`src/vhfp_pkg.sv`:
```
`timescale 1ns / 1ps
// ----------------------------------------------------------------------------
// Video header field parser package
// Phase codes, controller states and command/status types.
// ----------------------------------------------------------------------------
package vhfp_pkg;

  typedef enum logic [5:0] {
    PH_SEARCH = 6'd0, PH_DONE = 6'd1,
    A_NAL = 6'd2, A_PROFILE = 6'd3, A_CONSTR = 6'd4, A_SPSID = 6'd5, A_CHROMA = 6'd6,
    A_SEPCOL = 6'd7, A_DEPTHL = 6'd8, A_DEPTHC = 6'd9, A_BYPASS = 6'd10,
    A_SCALING = 6'd11, A_LOG2FN = 6'd12, A_POCTYPE = 6'd13, A_POCLSB = 6'd14,
    A_DELTAZ = 6'd15, A_OFFNR = 6'd16, A_OFFTB = 6'd17, A_CYCLE = 6'd18,
    A_OFFREF = 6'd19, A_MAXREF = 6'd20, A_GAPS = 6'd21, A_FIRSTMB = 6'd22,
    A_STYPE = 6'd23, A_PPS = 6'd24, A_FNUM = 6'd25, A_OVR = 6'd26, A_NUMREF = 6'd27,
    A_MODFLAG = 6'd28, A_IDC = 6'd29, A_ABSDIFF = 6'd30, A_SKIPNUM = 6'd31,
    B_NAL = 6'd32, B_FIXED = 6'd33, B_SPSID = 6'd34, B_CHROMA = 6'd35,
    B_SEPCOL = 6'd36, B_WIDTH = 6'd37, B_HEIGHT = 6'd38, B_CONF = 6'd39,
    B_CONFOFF = 6'd40, B_DEPTHL = 6'd41, B_DEPTHC = 6'd42, B_LOG2POC = 6'd43,
    B_FIRST = 6'd44, B_NOOUT = 6'd45, B_PPS = 6'd46, B_ADDR = 6'd47,
    B_STYPE = 6'd48, B_POC = 6'd49, B_STSPS = 6'd50, B_NEG = 6'd51, B_POS = 6'd52,
    B_DELTA = 6'd53, B_USED = 6'd54
  } phase_e;

  typedef enum logic [1:0] {
    ST_IDLE, ST_BITS, ST_FLUSH, ST_OUT
  } ctrl_state_e;

  localparam logic [1:0] CLASS_P = 2'd0;
  localparam logic [1:0] CLASS_I = 2'd1;
  localparam logic [1:0] CLASS_NONE = 2'd2;
  localparam logic [7:0] ADDR_CODEC = 8'd0;

  typedef struct packed {
    logic start;   // open a buffer with the accepted word
    logic load;    // take a word (search or bit window)
    logic bit_en;  // consume one bit from the window
    logic flush;   // consume a zero bit past the end
    logic close;   // result delivered
  } cmd_t;

  typedef struct packed {
    logic bits_left;  // bits remain in the loaded word
    logic done;       // parse finished
    logic searching;  // in start code search
  } sts_t;

endpackage

```
`src/vhfp_if.sv`:
```
`timescale 1ns / 1ps
// ----------------------------------------------------------------------------
// Video header field parser channels
// Valid/ready interfaces for input words and result words.
// ----------------------------------------------------------------------------
interface vhfp_in_if;
  logic       valid;
  logic       ready;
  logic       kind;
  logic [7:0] data_byte;
  logic       last_byte;
  modport source (output valid, kind, data_byte, last_byte, input ready);
  modport sink (input valid, kind, data_byte, last_byte, output ready);
endinterface

interface vhfp_out_if;
  logic        valid;
  logic        ready;
  logic        parse_ok;
  logic [1:0]  slice_class;
  logic [15:0] reference_index;
  logic        drift_safe;
  modport source (output valid, parse_ok, slice_class, reference_index, drift_safe,
                  input ready);
  modport sink (input valid, parse_ok, slice_class, reference_index, drift_safe,
                output ready);
endinterface

```
`src/vhfp_datapath.sv`:
```
`timescale 1ns / 1ps
// ----------------------------------------------------------------------------
// Video header field parser datapath
// Start code search, emulation removal and one-bit-per-cycle field decoding.
// ----------------------------------------------------------------------------
module vhfp_datapath #(
  parameter int GOLOMB_WIDTH = 32,
  parameter int SKIP_LIMIT   = 64
) (
  input  logic            clk_i,
  input  logic            rst_ni,
  input  vhfp_pkg::cmd_t  cmd_i,
  input  logic            kind_i,
  input  logic [7:0]      data_byte_i,
  input  logic            codec_i,
  output vhfp_pkg::sts_t  sts_o,
  output logic            parse_ok_o,
  output logic [1:0]      slice_class_o,
  output logic [15:0]     reference_index_o,
  output logic            drift_safe_o
);
  import vhfp_pkg::*;

  localparam int GZW = $clog2(GOLOMB_WIDTH + 1);
  localparam logic [7:0] SKIP_END = 8'(SKIP_LIMIT + 4);

  phase_e      phase_q, phase_d;
  logic [31:0] win_q, win_d;
  logic [7:0]  skip_q, skip_d;
  logic [1:0]  zrun_q, zrun_d;
  logic [GZW-1:0] gz_q, gz_d;
  logic [31:0] acc_q, acc_d;
  logic [7:0]  loop_q, loop_d;
  logic [3:0]  fnb_q, fnb_d, plb_q, plb_d;
  logic        extv_q, extv_d, gaps_q, gaps_d;
  logic        kind_q, kind_d, bcodec_q, bcodec_d;
  logic        rdg_q, rdg_d, rds_q, rds_d;
  logic [6:0]  left_q, left_d;
  logic        hip_q, hip_d, idr_q, idr_d, fseg_q, fseg_d;
  logic [4:0]  lidx_q, lidx_d;
  logic [1:0]  cmdc_q, cmdc_d;
  logic        ok_q, ok_d;
  logic [1:0]  cls_q, cls_d;
  logic [31:0] ref_q, ref_d;
  logic [7:0]  sh_q, sh_d;
  logic [3:0]  nb_q, nb_d;

  always_ff @(posedge clk_i or negedge rst_ni) begin
    if (!rst_ni) begin
      phase_q <= PH_SEARCH; win_q <= '1; skip_q <= '0; zrun_q <= '0; gz_q <= '0;
      acc_q <= '0; loop_q <= '0; fnb_q <= '0; plb_q <= '0; extv_q <= 1'b0;
      gaps_q <= 1'b0; kind_q <= 1'b0; bcodec_q <= 1'b0; rdg_q <= 1'b0; rds_q <= 1'b0;
      left_q <= '0; hip_q <= 1'b0; idr_q <= 1'b0; fseg_q <= 1'b0; lidx_q <= '0;
      cmdc_q <= '0; ok_q <= 1'b0; cls_q <= CLASS_NONE; ref_q <= '0; sh_q <= '0;
      nb_q <= '0;
    end else begin
      phase_q <= phase_d; win_q <= win_d; skip_q <= skip_d; zrun_q <= zrun_d;
      gz_q <= gz_d; acc_q <= acc_d; loop_q <= loop_d; fnb_q <= fnb_d; plb_q <= plb_d;
      extv_q <= extv_d; gaps_q <= gaps_d; kind_q <= kind_d; bcodec_q <= bcodec_d;
      rdg_q <= rdg_d; rds_q <= rds_d; left_q <= left_d; hip_q <= hip_d;
      idr_q <= idr_d; fseg_q <= fseg_d; lidx_q <= lidx_d; cmdc_q <= cmdc_d;
      ok_q <= ok_d; cls_q <= cls_d; ref_q <= ref_d; sh_q <= sh_d; nb_q <= nb_d;
    end
  end

  logic [31:0] v;
  logic        adv, b;
  logic [31:0] acc_n;
  logic [7:0]  t264;
  logic [5:0]  t265;

  always_comb begin
    phase_d = phase_q; win_d = win_q; skip_d = skip_q; zrun_d = zrun_q; gz_d = gz_q;
    acc_d = acc_q; loop_d = loop_q; fnb_d = fnb_q; plb_d = plb_q; extv_d = extv_q;
    gaps_d = gaps_q; kind_d = kind_q; bcodec_d = bcodec_q; rdg_d = rdg_q;
    rds_d = rds_q; left_d = left_q; hip_d = hip_q; idr_d = idr_q; fseg_d = fseg_q;
    lidx_d = lidx_q; cmdc_d = cmdc_q; ok_d = ok_q; cls_d = cls_q; ref_d = ref_q;
    sh_d = sh_q; nb_d = nb_q;
    v = '0; adv = 1'b0; acc_n = '0;
    b = cmd_i.flush ? 1'b0 : sh_q[7];
    t264 = {3'd0, v[4:0]};
    t265 = '0;

    if (cmd_i.start) begin
      kind_d = kind_i; bcodec_d = codec_i; phase_d = PH_SEARCH; win_d = '1;
      skip_d = '0; zrun_d = '0; ok_d = 1'b0; cls_d = CLASS_NONE; ref_d = '0;
      if (!kind_i) begin
        if (!codec_i) begin
          fnb_d = '0; extv_d = 1'b0; gaps_d = 1'b0;
        end else begin
          plb_d = '0;
        end
      end
    end

    if (cmd_i.load) begin
      nb_d = '0;
      if (phase_d == PH_SEARCH) begin
        win_d = {win_d[23:0], data_byte_i};
        if (skip_d != 8'd255) skip_d = skip_d + 8'd1;
        if (win_d == 32'd1) begin
          zrun_d = '0; rdg_d = 1'b0; acc_d = '0;
          if (!bcodec_d) begin
            phase_d = A_NAL; left_d = 7'd8;
          end else begin
            phase_d = B_NAL; left_d = 7'd16;
          end
        end else if (skip_d >= SKIP_END) begin
          phase_d = PH_DONE; ok_d = 1'b0; cls_d = CLASS_NONE; ref_d = '0;
        end
      end else if (phase_d != PH_DONE) begin
        if (zrun_d == 2'd2 && data_byte_i == 8'd3) begin
          zrun_d = '0;
        end else begin
          zrun_d = (data_byte_i != 8'd0) ? 2'd0 : (zrun_d < 2'd2 ? zrun_d + 2'd1 : 2'd2);
          sh_d = data_byte_i; nb_d = 4'd8;
        end
      end
    end

    if (cmd_i.bit_en || cmd_i.flush) begin
      if (cmd_i.bit_en) begin
        sh_d = {sh_q[6:0], 1'b0}; nb_d = nb_q - 4'd1;
      end
      if (rdg_q && !rds_q) begin
        if (!b) begin
          gz_d = gz_q + GZW'(1);
          if (gz_d >= GZW'(GOLOMB_WIDTH)) begin
            adv = 1'b1;
            v = (GOLOMB_WIDTH >= 32) ? '1 : 32'((64'd1 << GOLOMB_WIDTH) - 64'd1);
          end
        end else if (gz_q == '0) begin
          adv = 1'b1; v = '0;
        end else begin
          rds_d = 1'b1; left_d = 7'(gz_q); acc_d = '0;
        end
      end else begin
        acc_n = {acc_q[30:0], b};
        acc_d = acc_n;
        if (left_q != '0) left_d = left_q - 7'd1;
        if (left_d == '0) begin
          adv = 1'b1;
          if (rdg_q) v = ((32'd1 << gz_q) - 32'd1) + acc_n;
          else v = acc_n;
        end
      end
    end

    if (adv) begin
      t264 = {3'd0, v[4:0]};
      t265 = v[14:9];
      unique case (phase_q)
        A_NAL: begin
          if (!kind_q) begin
            if (t264 != 8'd7) begin phase_d = PH_DONE; ok_d = 1'b0; end
            else begin phase_d = A_PROFILE; rdg_d = 1'b0; left_d = 7'd8; acc_d = '0; end
          end else if (t264 != 8'd1 && t264 != 8'd5) begin
            phase_d = PH_DONE; ok_d = 1'b0;
          end else begin
            idr_d = (t264 == 8'd5); ref_d = '0;
            phase_d = A_FIRSTMB; rdg_d = 1'b1; rds_d = 1'b0; gz_d = '0; acc_d = '0;
          end
        end
        A_PROFILE: begin
          hip_d = (v == 100 || v == 110 || v == 122 || v == 244 || v == 44 || v == 83 ||
                   v == 86 || v == 118 || v == 128 || v == 138 || v == 139 ||
                   v == 134 || v == 135);
          phase_d = A_CONSTR; rdg_d = 1'b0; left_d = 7'd16; acc_d = '0;
        end
        A_CONSTR: begin phase_d = A_SPSID; rdg_d = 1'b1; end
        A_SPSID: begin phase_d = hip_q ? A_CHROMA : A_LOG2FN; rdg_d = 1'b1; end
        A_CHROMA: begin
          if (v == 3) begin phase_d = A_SEPCOL; rdg_d = 1'b0; left_d = 7'd1; end
          else begin phase_d = A_DEPTHL; rdg_d = 1'b1; end
        end
        A_SEPCOL: begin phase_d = A_DEPTHL; rdg_d = 1'b1; end
        A_DEPTHL: begin phase_d = A_DEPTHC; rdg_d = 1'b1; end
        A_DEPTHC: begin phase_d = A_BYPASS; rdg_d = 1'b0; left_d = 7'd1; end
        A_BYPASS: begin phase_d = A_SCALING; rdg_d = 1'b0; left_d = 7'd1; end
        A_SCALING: begin
          if (v != 0) begin phase_d = PH_DONE; ok_d = 1'b0; end
          else begin phase_d = A_LOG2FN; rdg_d = 1'b1; end
        end
        A_LOG2FN: begin
          if (v > 12) begin phase_d = PH_DONE; ok_d = 1'b0; end
          else begin
            fnb_d = v[3:0]; extv_d = 1'b0; phase_d = A_POCTYPE; rdg_d = 1'b1;
          end
        end
        A_POCTYPE: begin
          if (v > 2) begin phase_d = PH_DONE; ok_d = 1'b1; end
          else if (v == 0) begin phase_d = A_POCLSB; rdg_d = 1'b1; end
          else if (v == 1) begin phase_d = A_DELTAZ; rdg_d = 1'b0; left_d = 7'd1; end
          else begin phase_d = A_MAXREF; rdg_d = 1'b1; end
        end
        A_POCLSB: begin phase_d = A_MAXREF; rdg_d = 1'b1; end
        A_DELTAZ: begin phase_d = A_OFFNR; rdg_d = 1'b1; end
        A_OFFNR: begin phase_d = A_OFFTB; rdg_d = 1'b1; end
        A_OFFTB: begin phase_d = A_CYCLE; rdg_d = 1'b1; end
        A_CYCLE: begin
          if (v > 255) begin phase_d = PH_DONE; ok_d = 1'b1; end
          else begin
            loop_d = v[7:0]; rdg_d = 1'b1;
            phase_d = (v[7:0] != 0) ? A_OFFREF : A_MAXREF;
          end
        end
        A_OFFREF: begin
          loop_d = loop_q - 8'd1; rdg_d = 1'b1;
          phase_d = (loop_d != 0) ? A_OFFREF : A_MAXREF;
        end
        A_MAXREF: begin
          if (v > 16) begin phase_d = PH_DONE; ok_d = 1'b1; end
          else begin phase_d = A_GAPS; rdg_d = 1'b0; left_d = 7'd1; end
        end
        A_GAPS: begin gaps_d = v[0]; extv_d = 1'b1; phase_d = PH_DONE; ok_d = 1'b1; end
        A_FIRSTMB: begin phase_d = A_STYPE; rdg_d = 1'b1; end
        A_STYPE: begin
          cls_d = (v == 0 || v == 5) ? CLASS_P : (v == 2 || v == 7) ? CLASS_I : CLASS_NONE;
          if (idr_q) begin phase_d = PH_DONE; ok_d = 1'b1; end
          else begin phase_d = A_PPS; rdg_d = 1'b1; end
        end
        A_PPS: begin phase_d = A_FNUM; rdg_d = 1'b0; left_d = 7'(fnb_q) + 7'd4; end
        A_FNUM: begin phase_d = A_OVR; rdg_d = 1'b0; left_d = 7'd1; end
        A_OVR: begin
          if (v != 0) begin phase_d = A_NUMREF; rdg_d = 1'b1; end
          else begin phase_d = A_MODFLAG; rdg_d = 1'b0; left_d = 7'd1; end
        end
        A_NUMREF: begin phase_d = A_MODFLAG; rdg_d = 1'b0; left_d = 7'd1; end
        A_MODFLAG: begin
          if (v == 0) begin phase_d = PH_DONE; ok_d = 1'b1; end
          else begin cmdc_d = '0; phase_d = A_IDC; rdg_d = 1'b1; end
        end
        A_IDC: begin
          if (cmdc_q == 2'd3 || v > 3) begin phase_d = PH_DONE; ok_d = 1'b0; end
          else if (v == 3) begin phase_d = PH_DONE; ok_d = 1'b1; end
          else begin phase_d = (v == 0) ? A_ABSDIFF : A_SKIPNUM; rdg_d = 1'b1; end
        end
        A_ABSDIFF: begin
          ref_d = v; cmdc_d = cmdc_q + 2'd1; phase_d = A_IDC; rdg_d = 1'b1;
        end
        A_SKIPNUM: begin cmdc_d = cmdc_q + 2'd1; phase_d = A_IDC; rdg_d = 1'b1; end
        B_NAL: begin
          if (!kind_q) begin
            if (t265 == 6'd32) begin
              phase_d = PH_SEARCH; win_d = '1; skip_d = '0;
            end else if (t265 != 6'd33) begin
              phase_d = PH_DONE; ok_d = 1'b0;
            end else begin
              phase_d = B_FIXED; rdg_d = 1'b0; left_d = 7'd104;
            end
          end else if (t265 != 6'd1 && t265 != 6'd20) begin
            phase_d = PH_DONE; ok_d = 1'b0;
          end else begin
            idr_d = (t265 == 6'd20); ref_d = 32'd255;
            phase_d = B_FIRST; rdg_d = 1'b0; left_d = 7'd1;
          end
        end
        B_FIXED: begin phase_d = B_SPSID; rdg_d = 1'b1; end
        B_SPSID: begin phase_d = B_CHROMA; rdg_d = 1'b1; end
        B_CHROMA: begin
          if (v == 3) begin phase_d = B_SEPCOL; rdg_d = 1'b0; left_d = 7'd1; end
          else begin phase_d = B_WIDTH; rdg_d = 1'b1; end
        end
        B_SEPCOL: begin phase_d = B_WIDTH; rdg_d = 1'b1; end
        B_WIDTH: begin phase_d = B_HEIGHT; rdg_d = 1'b1; end
        B_HEIGHT: begin phase_d = B_CONF; rdg_d = 1'b0; left_d = 7'd1; end
        B_CONF: begin
          rdg_d = 1'b1;
          if (v != 0) begin loop_d = 8'd4; phase_d = B_CONFOFF; end
          else phase_d = B_DEPTHL;
        end
        B_CONFOFF: begin
          loop_d = loop_q - 8'd1; rdg_d = 1'b1;
          phase_d = (loop_d != 0) ? B_CONFOFF : B_DEPTHL;
        end
        B_DEPTHL: begin phase_d = B_DEPTHC; rdg_d = 1'b1; end
        B_DEPTHC: begin phase_d = B_LOG2POC; rdg_d = 1'b1; end
        B_LOG2POC: begin
          if (v > 12) begin phase_d = PH_DONE; ok_d = 1'b0; end
          else begin plb_d = v[3:0]; phase_d = PH_DONE; ok_d = 1'b1; end
        end
        B_FIRST: begin
          fseg_d = (v != 0);
          if (idr_q) begin phase_d = B_NOOUT; rdg_d = 1'b0; left_d = 7'd1; end
          else begin phase_d = B_PPS; rdg_d = 1'b1; end
        end
        B_NOOUT: begin phase_d = B_PPS; rdg_d = 1'b1; end
        B_PPS: begin phase_d = fseg_q ? B_STYPE : B_ADDR; rdg_d = 1'b1; end
        B_ADDR: begin phase_d = B_STYPE; rdg_d = 1'b1; end
        B_STYPE: begin
          cls_d = (v == 1) ? CLASS_P : (v == 2) ? CLASS_I : CLASS_NONE;
          if (idr_q) begin phase_d = PH_DONE; ok_d = 1'b1; end
          else begin phase_d = B_POC; rdg_d = 1'b0; left_d = 7'(plb_q) + 7'd4; end
        end
        B_POC: begin phase_d = B_STSPS; rdg_d = 1'b0; left_d = 7'd1; end
        B_STSPS: begin
          if (v != 0) begin phase_d = PH_DONE; ok_d = 1'b1; end
          else begin phase_d = B_NEG; rdg_d = 1'b1; end
        end
        B_NEG: begin
          if (v > 16) begin phase_d = PH_DONE; ok_d = 1'b0; end
          else begin loop_d = v[7:0]; lidx_d = '0; phase_d = B_POS; rdg_d = 1'b1; end
        end
        B_POS: begin
          if (loop_q == 0) begin phase_d = PH_DONE; ok_d = 1'b1; end
          else begin phase_d = B_DELTA; rdg_d = 1'b1; end
        end
        B_DELTA: begin phase_d = B_USED; rdg_d = 1'b0; left_d = 7'd1; end
        B_USED: begin
          if (v != 0) begin
            ref_d = 32'(lidx_q); phase_d = PH_DONE; ok_d = 1'b1;
          end else begin
            lidx_d = lidx_q + 5'd1;
            if (8'(lidx_d) >= loop_q) begin phase_d = PH_DONE; ok_d = 1'b1; end
            else begin phase_d = B_DELTA; rdg_d = 1'b1; end
          end
        end
        default: begin phase_d = PH_DONE; ok_d = 1'b0; end
      endcase
      if (rdg_d) begin rds_d = 1'b0; gz_d = '0; end
      if (phase_d != PH_SEARCH && phase_d != PH_DONE) acc_d = '0;
      if (phase_d == PH_DONE && !ok_d) begin cls_d = CLASS_NONE; ref_d = '0; end
      if (phase_d == PH_DONE || phase_d == PH_SEARCH) nb_d = '0;
    end

    if (cmd_i.flush && phase_q == PH_SEARCH) begin
      phase_d = PH_DONE; ok_d = 1'b0; cls_d = CLASS_NONE; ref_d = '0;
    end
    if (cmd_i.close) phase_d = PH_SEARCH;
  end

  assign sts_o.bits_left = (nb_q != '0);
  assign sts_o.done = (phase_q == PH_DONE);
  assign sts_o.searching = (phase_q == PH_SEARCH);

  assign parse_ok_o = ok_q;
  assign slice_class_o = kind_q ? cls_q : CLASS_NONE;
  assign reference_index_o = !kind_q ? 16'd0 : (ref_q > 32'd65535) ? 16'hffff : ref_q[15:0];
  assign drift_safe_o = !codec_i && extv_q && !gaps_q;
endmodule

```
`src/vhfp_ctrl.sv`:
```
`timescale 1ns / 1ps
// ----------------------------------------------------------------------------
// Video header field parser controller
// Sequences word loads, bit steps, end flush and result delivery.
// ----------------------------------------------------------------------------
module vhfp_ctrl (
  input  logic           clk_i,
  input  logic           rst_ni,
  input  logic           in_valid_i,
  input  logic           in_last_i,
  input  logic           out_ready_i,
  input  vhfp_pkg::sts_t sts_i,
  output logic           in_ready_o,
  output logic           out_valid_o,
  output vhfp_pkg::cmd_t cmd_o
);
  import vhfp_pkg::*;

  ctrl_state_e state_q, state_d;
  logic busy_q, busy_d, last_q, last_d;

  always_ff @(posedge clk_i or negedge rst_ni) begin
    if (!rst_ni) begin
      state_q <= ST_IDLE; busy_q <= 1'b0; last_q <= 1'b0;
    end else begin
      state_q <= state_d; busy_q <= busy_d; last_q <= last_d;
    end
  end

  always_comb begin
    state_d = state_q; busy_d = busy_q; last_d = last_q;
    cmd_o = '0; in_ready_o = 1'b0; out_valid_o = 1'b0;
    unique case (state_q)
      ST_IDLE: begin
        in_ready_o = 1'b1;
        if (in_valid_i) begin
          cmd_o.start = !busy_q; cmd_o.load = 1'b1; busy_d = 1'b1;
          last_d = in_last_i; state_d = ST_BITS;
        end
      end
      ST_BITS: begin
        if (sts_i.bits_left && !sts_i.done && !sts_i.searching) begin
          cmd_o.bit_en = 1'b1;
        end else begin
          state_d = last_q ? ST_FLUSH : ST_IDLE;
        end
      end
      ST_FLUSH: begin
        if (sts_i.done) state_d = ST_OUT;
        else cmd_o.flush = 1'b1;
      end
      ST_OUT: begin
        out_valid_o = 1'b1;
        if (out_ready_i) begin
          cmd_o.close = 1'b1; busy_d = 1'b0; state_d = ST_IDLE;
        end
      end
      default: state_d = ST_IDLE;
    endcase
  end
endmodule

```
`src/video_header_field_parser.sv`:
```
`timescale 1ns / 1ps
// Flow: a word is loaded, its payload bits are decoded one at a time, and a closing step
// returns to idle. After the last word, zero bits are read past the end until the parse
// is done, and the result is then shown until taken.
// The parser takes no new word until it is through with the last one.
// Reset clears all parse state, stored widths and flags, and the codec register.
// ----------------------------------------------------------------------------
// Video header field parser
// Top level: APB register, controller and datapath.
// ----------------------------------------------------------------------------
module video_header_field_parser #(
  parameter int GOLOMB_WIDTH = 32,
  parameter int SKIP_LIMIT   = 64
) (
  input  logic        clk_i,
  input  logic        rst_ni,
  vhfp_in_if.sink     in_if,
  vhfp_out_if.source  out_if,
  input  logic        psel,
  input  logic        penable,
  input  logic        pwrite,
  input  logic [1:0]  paddr,
  input  logic [31:0] pwdata,
  output logic [31:0] prdata,
  output logic        pready
);
  import vhfp_pkg::*;

  logic codec_q;
  cmd_t cmd;
  sts_t sts;

  assign pready = 1'b1;
  always_ff @(posedge clk_i or negedge rst_ni) begin
    if (!rst_ni) begin
      codec_q <= 1'b0;
    end else if (psel && penable && pwrite && ({6'd0, paddr} == ADDR_CODEC)) begin
      codec_q <= pwdata[0];
    end
  end
  assign prdata = ({6'd0, paddr} == ADDR_CODEC) ? {31'd0, codec_q} : 32'd0;

  vhfp_ctrl u_ctrl (
    .clk_i(clk_i), .rst_ni(rst_ni), .in_valid_i(in_if.valid),
    .in_last_i(in_if.last_byte), .out_ready_i(out_if.ready), .sts_i(sts),
    .in_ready_o(in_if.ready), .out_valid_o(out_if.valid), .cmd_o(cmd)
  );

  vhfp_datapath #(.GOLOMB_WIDTH(GOLOMB_WIDTH), .SKIP_LIMIT(SKIP_LIMIT)) u_dp (
    .clk_i(clk_i), .rst_ni(rst_ni), .cmd_i(cmd), .kind_i(in_if.kind),
    .data_byte_i(in_if.data_byte), .codec_i(codec_q), .sts_o(sts),
    .parse_ok_o(out_if.parse_ok), .slice_class_o(out_if.slice_class),
    .reference_index_o(out_if.reference_index), .drift_safe_o(out_if.drift_safe)
  );

`ifndef ASSERT_OFF
  a_no_in_during_out: assert property (@(posedge clk_i) disable iff (!rst_ni)
    out_if.valid |-> !in_if.ready) else $error("input taken while result pending");
  a_out_done: assert property (@(posedge clk_i) disable iff (!rst_ni)
    out_if.valid |-> sts.done) else $error("result shown before parse done");
  a_fail_class: assert property (@(posedge clk_i) disable iff (!rst_ni)
    (out_if.valid && !out_if.parse_ok) |-> (out_if.slice_class == CLASS_NONE))
    else $error("failed parse with a slice class");
`endif
endmodule
```
`src/flat_wrapper.sv`:
```
// flat-port wrapper written by rule: the top's interface ports become plain ports
module video_header_field_parser_flat import vhfp_pkg::*;
#(
  parameter int GOLOMB_WIDTH = 32,
  parameter int SKIP_LIMIT   = 64
)
  (clk_i, rst_ni, psel, penable, pwrite, paddr, pwdata, prdata, pready, in_if_valid, in_if_kind, in_if_data_byte, in_if_last_byte, in_if_ready, out_if_valid, out_if_parse_ok, out_if_slice_class, out_if_reference_index, out_if_drift_safe, out_if_ready);
  vhfp_in_if in_if_i ();
  vhfp_out_if out_if_i ();
  input  logic clk_i;
  input  logic rst_ni;
  input  logic psel;
  input  logic penable;
  input  logic pwrite;
  input  logic [1:0] paddr;
  input  logic [31:0] pwdata;
  output logic [31:0] prdata;
  output logic pready;
  input wire logic [$bits(in_if_i.valid)-1:0] in_if_valid;
  input wire logic [$bits(in_if_i.kind)-1:0] in_if_kind;
  input wire logic [$bits(in_if_i.data_byte)-1:0] in_if_data_byte;
  input wire logic [$bits(in_if_i.last_byte)-1:0] in_if_last_byte;
  output wire logic [$bits(in_if_i.ready)-1:0] in_if_ready;
  output wire logic [$bits(out_if_i.valid)-1:0] out_if_valid;
  output wire logic [$bits(out_if_i.parse_ok)-1:0] out_if_parse_ok;
  output wire logic [$bits(out_if_i.slice_class)-1:0] out_if_slice_class;
  output wire logic [$bits(out_if_i.reference_index)-1:0] out_if_reference_index;
  output wire logic [$bits(out_if_i.drift_safe)-1:0] out_if_drift_safe;
  input wire logic [$bits(out_if_i.ready)-1:0] out_if_ready;
  assign in_if_i.valid = in_if_valid;
  assign in_if_i.kind = in_if_kind;
  assign in_if_i.data_byte = in_if_data_byte;
  assign in_if_i.last_byte = in_if_last_byte;
  assign in_if_ready = in_if_i.ready;
  assign out_if_valid = out_if_i.valid;
  assign out_if_parse_ok = out_if_i.parse_ok;
  assign out_if_slice_class = out_if_i.slice_class;
  assign out_if_reference_index = out_if_i.reference_index;
  assign out_if_drift_safe = out_if_i.drift_safe;
  assign out_if_i.ready = out_if_ready;
  video_header_field_parser #(.GOLOMB_WIDTH(GOLOMB_WIDTH), .SKIP_LIMIT(SKIP_LIMIT)) u_core (.clk_i(clk_i), .rst_ni(rst_ni), .in_if(in_if_i), .out_if(out_if_i), .psel(psel), .penable(penable), .pwrite(pwrite), .paddr(paddr), .pwdata(pwdata), .prdata(prdata), .pready(pready));
endmodule
```
`config.mk`:
```
export PLATFORM = sky130hd
export DESIGN_NAME = video_header_field_parser_flat
export DESIGN_NICKNAME = d
export VERILOG_FILES = /design/src/vhfp_pkg.sv /design/src/vhfp_if.sv /design/src/vhfp_datapath.sv /design/src/vhfp_ctrl.sv /design/src/video_header_field_parser.sv /design/src/flat_wrapper.sv
export SDC_FILE = /design/constraint.sdc
export NUM_CORES = 1
export LEC_CHECK = 0
export ABC_AREA = 1
export BUFFER_PORTS_ARGS = -buffer_cell sky130_fd_sc_hd__buf_2
export CORE_MARGIN = 3
export CORE_UTILIZATION = 30
export CTS_CLUSTER_DIAMETER = 30
export DETAILED_ROUTE_END_ITERATION = 12
export MAX_ROUTING_LAYER = met4
export PLACE_DENSITY_LB_ADDON = 0.12
export RECOVER_POWER = 50
export SLEW_MARGIN = 20
export SYNTH_ARGS = -nofsm -noshare
export SYNTH_HDL_FRONTEND = slang
export SYNTH_SLANG_ARGS = --single-unit
```
`constraint.sdc`:
```
create_clock -name clk_i -period 8.2 [get_ports clk_i]
set_input_delay 1.23 -clock clk_i [delete_from_list [all_inputs] [get_ports clk_i]]
set_output_delay 1.23 -clock clk_i [all_outputs]
set_load 0.02 [all_outputs]
```
==> qor.yml <==
postRouteWirelength_mm: 64.7
setup_viol: 0
crit_fanout: 37
die_h_um: 242
layout_commonest_cell: "nand2_1"
ios: 106
tightest_slew_ps: 3540
dr.first_iter.drc_count: 1450
crit_top_cell: "nand2_1"
viasPerCell: 5.03
clockBufferDepth: 2
grt_util_met2: 0.342
final_cell_mix: "nand2_1, inv_1, nor2_1, nand3_1, o21ai_0"
outcome: "finished with violations"
required_ps: 8590
ys_types: 69
finalCritPeriodShare: 0.851
grt_use_met1: 0.302
start_kind: "primary input"
yosysTopAreaCellShare: 0.214
firstDrtPassIters: 5
setup_tns_ps: 0
grt-busiest-layer: "met2"
met3_usage: 0.0281
async_flop_share: 1.00
drive_above_1_share: 0.0789
grt_pass1_vias: 16500
wl_per_cell_um: 18.6
synth-seq-cells: 168
slew_headroom: -1.36
yosysTopAreaCell: "dfrtp_1"
numPortBuffers: 42
post-dp-hpwl_mm: 50.4
slew_viol_final: 209
clockRootBuffer: "clkbuf_16"
synth_seq_area_share: 0.253
grt-ovfl-total: 0
clk_pin_slew_ps: 70
postCtsHoldBufs: 0
max_cap_violations: 4
cts_buffers: 17
cp.arrival_ps: 7370
finalHoldViolations: 0
grt_max_degree: 61
cts.sinks: 168
grt_pass1_wl_mm: 98.9
hold_class: "flip-flop to flip-flop"
yosys_warnings: 0
violations: "max-capacitance violations, max-slew violations"
fmax_ghz: 0.143
min_period_ps: 6970
place_congestion: 0.948
rsz0062_at_grt: "no"
cts_tree: "yes"
worst_path_max_delay_cell: "inv_1"
die_w_um: 242
syn_inst: 2721
clock_skew_ps: 17.0
ys.flop_type: "dfrtp_1"
rows: 85
initial_core_util: 0.307
syn_area_um2: 16700
syn_to_final_growth_pct: 8.32
antenna_left: 0
cts_resized: 0
grt_antenna_before_repair: 1
drc: 0
critPathMaxStageDelay_ps: 640
core_area_um2: 54500
routed-via-count: 17500
worstSkewPairLatency_ps: 480
grt_usage: 0.223
nets: 2857
ctsHtreeMaxLevel: 4
cts_setup_buffers: 0
avgSynthCellArea_um2: 6.15
synth_edf_count: 0
die-area_um2: 58700
synth_area_leaders: "dfrtp_1, nand2_1, inv_1"
worstSetupPathType: "primary input to flip-flop"
critPathCaptureType: "flip-flop"
-- Yosys cell counts (all sizes together), types with 2 or more instances --
| cell type | n |
|---|---|
| o31ai | 4 |
| clkinv | 6 |
| a211oi | 6 |
| o22ai | 32 |
| a31oi | 10 |
| inv | 491 |
| clkbuf | 62 |
| o21bai | 2 |
| nor4 | 14 |
| xnor2 | 4 |
| a21boi | 5 |
| buf | 54 |
| and2 | 4 |
| o211ai | 33 |
| conb | 2 |
| dfstp | 25 |
| o21ai | 159 |
| nand3b | 2 |
| a22oi | 5 |
| o32ai | 32 |
| o41ai | 3 |
| nand3 | 210 |
| a2111oi | 2 |
| nand4 | 44 |
| nor3 | 45 |
| ha | 82 |
| a21oi | 120 |
| o21a | 2 |
| dfrtp | 143 |
| mux2 | 2 |
| and3 | 4 |
| a22o | 2 |
| nand2 | 706 |
| o221ai | 5 |
| a221oi | 3 |
| o2111ai | 8 |
| nor2 | 349 |
| xor2 | 21 |
| nor3b | 2 |
| or2 | 9 |
-- critical path: cells and delay by family --
kind	cells	cell delay, ps
buffers and inverters	10	2630
and+or+nand+nor	22	2880
AOI/OAI and AO/OA	2	310
adders and majority gates	1	230
-- path summary, 6_finish.rpt --
check,from,end,slack [ps],cells past startpoint
max reg2reg,u_core.u_dp.phase_q[1]$_DFF_PN0_,u_core.u_dp.acc_q[28]$_DFF_PN0_,1390,39
max,in_if_valid,u_core.u_dp.ref_q[27]$_DFF_PN0_,1230,35
min,u_core.u_dp.cmdc_q[0]$_DFFE_PN0P_,u_core.u_dp.cmdc_q[0]$_DFFE_PN0P_,490,1
min reg2reg,u_core.u_dp.cmdc_q[0]$_DFFE_PN0P_,u_core.u_dp.cmdc_q[0]$_DFFE_PN0P_,490,1
max in group asynchronous,rst_ni,u_core.u_dp.lidx_q[0]$_DFFE_PN0P_,2040,2
min in group asynchronous,rst_ni,u_core.u_dp.acc_q[26]$_DFF_PN0_,1670,1
-- kinds of logic (layout without fill, tap and decap cells) --
kind of cell	after synthesis	after routing	synth area share
multiplexers	3	3	0.00194
adder cells (fa/ha/maj)	83	83	0.0625
AO/OA/AOI/OAI	437	437	0.159
AND/OR/NAND/NOR	1390	1390	0.361
other	2	33	0.000449
buffers and inverters	613	598	0.149
XOR/XNOR	25	25	0.0131
flip-flops	168	168	0.253
-- layer usage --
layer,part of all wire,routed length (um),vias to the layer above
met5,0,0,-
met4,0.034,2190,0
li1,-,-,8732
met1,0.48,31000,8249
met3,0.041,2670,91
met2,0.45,28800,424
-- metrics by stage --
step                 util  instances  area [um^2]  setup slack (ps)  hold WS, ps
floorplan               -       2751        16800              3490          448
global placement    0.323       3443        17600              1490          469
detailed placement  0.323       3443        17600              1490          479
CTS                 0.334       3475        18200              1450          497
global route        0.333       3476        18100               664          526
finish              0.333       3476        18100              1230          493
-- layout make-up --
| type | count | area, um^2 |
|---|---|---|
| fill | 6202 | 36300 |
| multi-input combinational | 1970 | 10100 |
| sequential | 168 | 4240 |
| inverter | 497 | 1870 |
| tap | 739 | 925 |
| clock buffer | 21 | 483 |
| timing repair buffer | 69 | 395 |
| clock inverter | 11 | 101 |
| antenna | 1 | 2.50 |
-- state kept, by name (all words and copies together), names as in the netlist, 2 cells and up, named ones only --
register / cells
u_core.u_dp.skip_q: 8
u_core.u_dp.acc_q: 31
u_core.u_dp.plb_q: 4
u_core.u_dp.loop_q: 8
u_core.u_dp.nb_q: 4
u_core.u_dp.phase_q: 6
u_core.u_dp.zrun_q: 2
u_core.u_dp.sh_q: 8
u_core.u_dp.fnb_q: 4
u_core.u_dp.ref_q: 32
u_core.u_dp.cmdc_q: 2
u_core.u_dp.cls_q: 2
u_core.u_dp.win_q: 24
u_core.u_dp.gz_q: 6
u_core.u_dp.left_q: 7
u_core.u_dp.lidx_q: 5
Power is not shown: default switching activity piles up to over one toggle a cycle in this logic, so the estimate is an artifact.
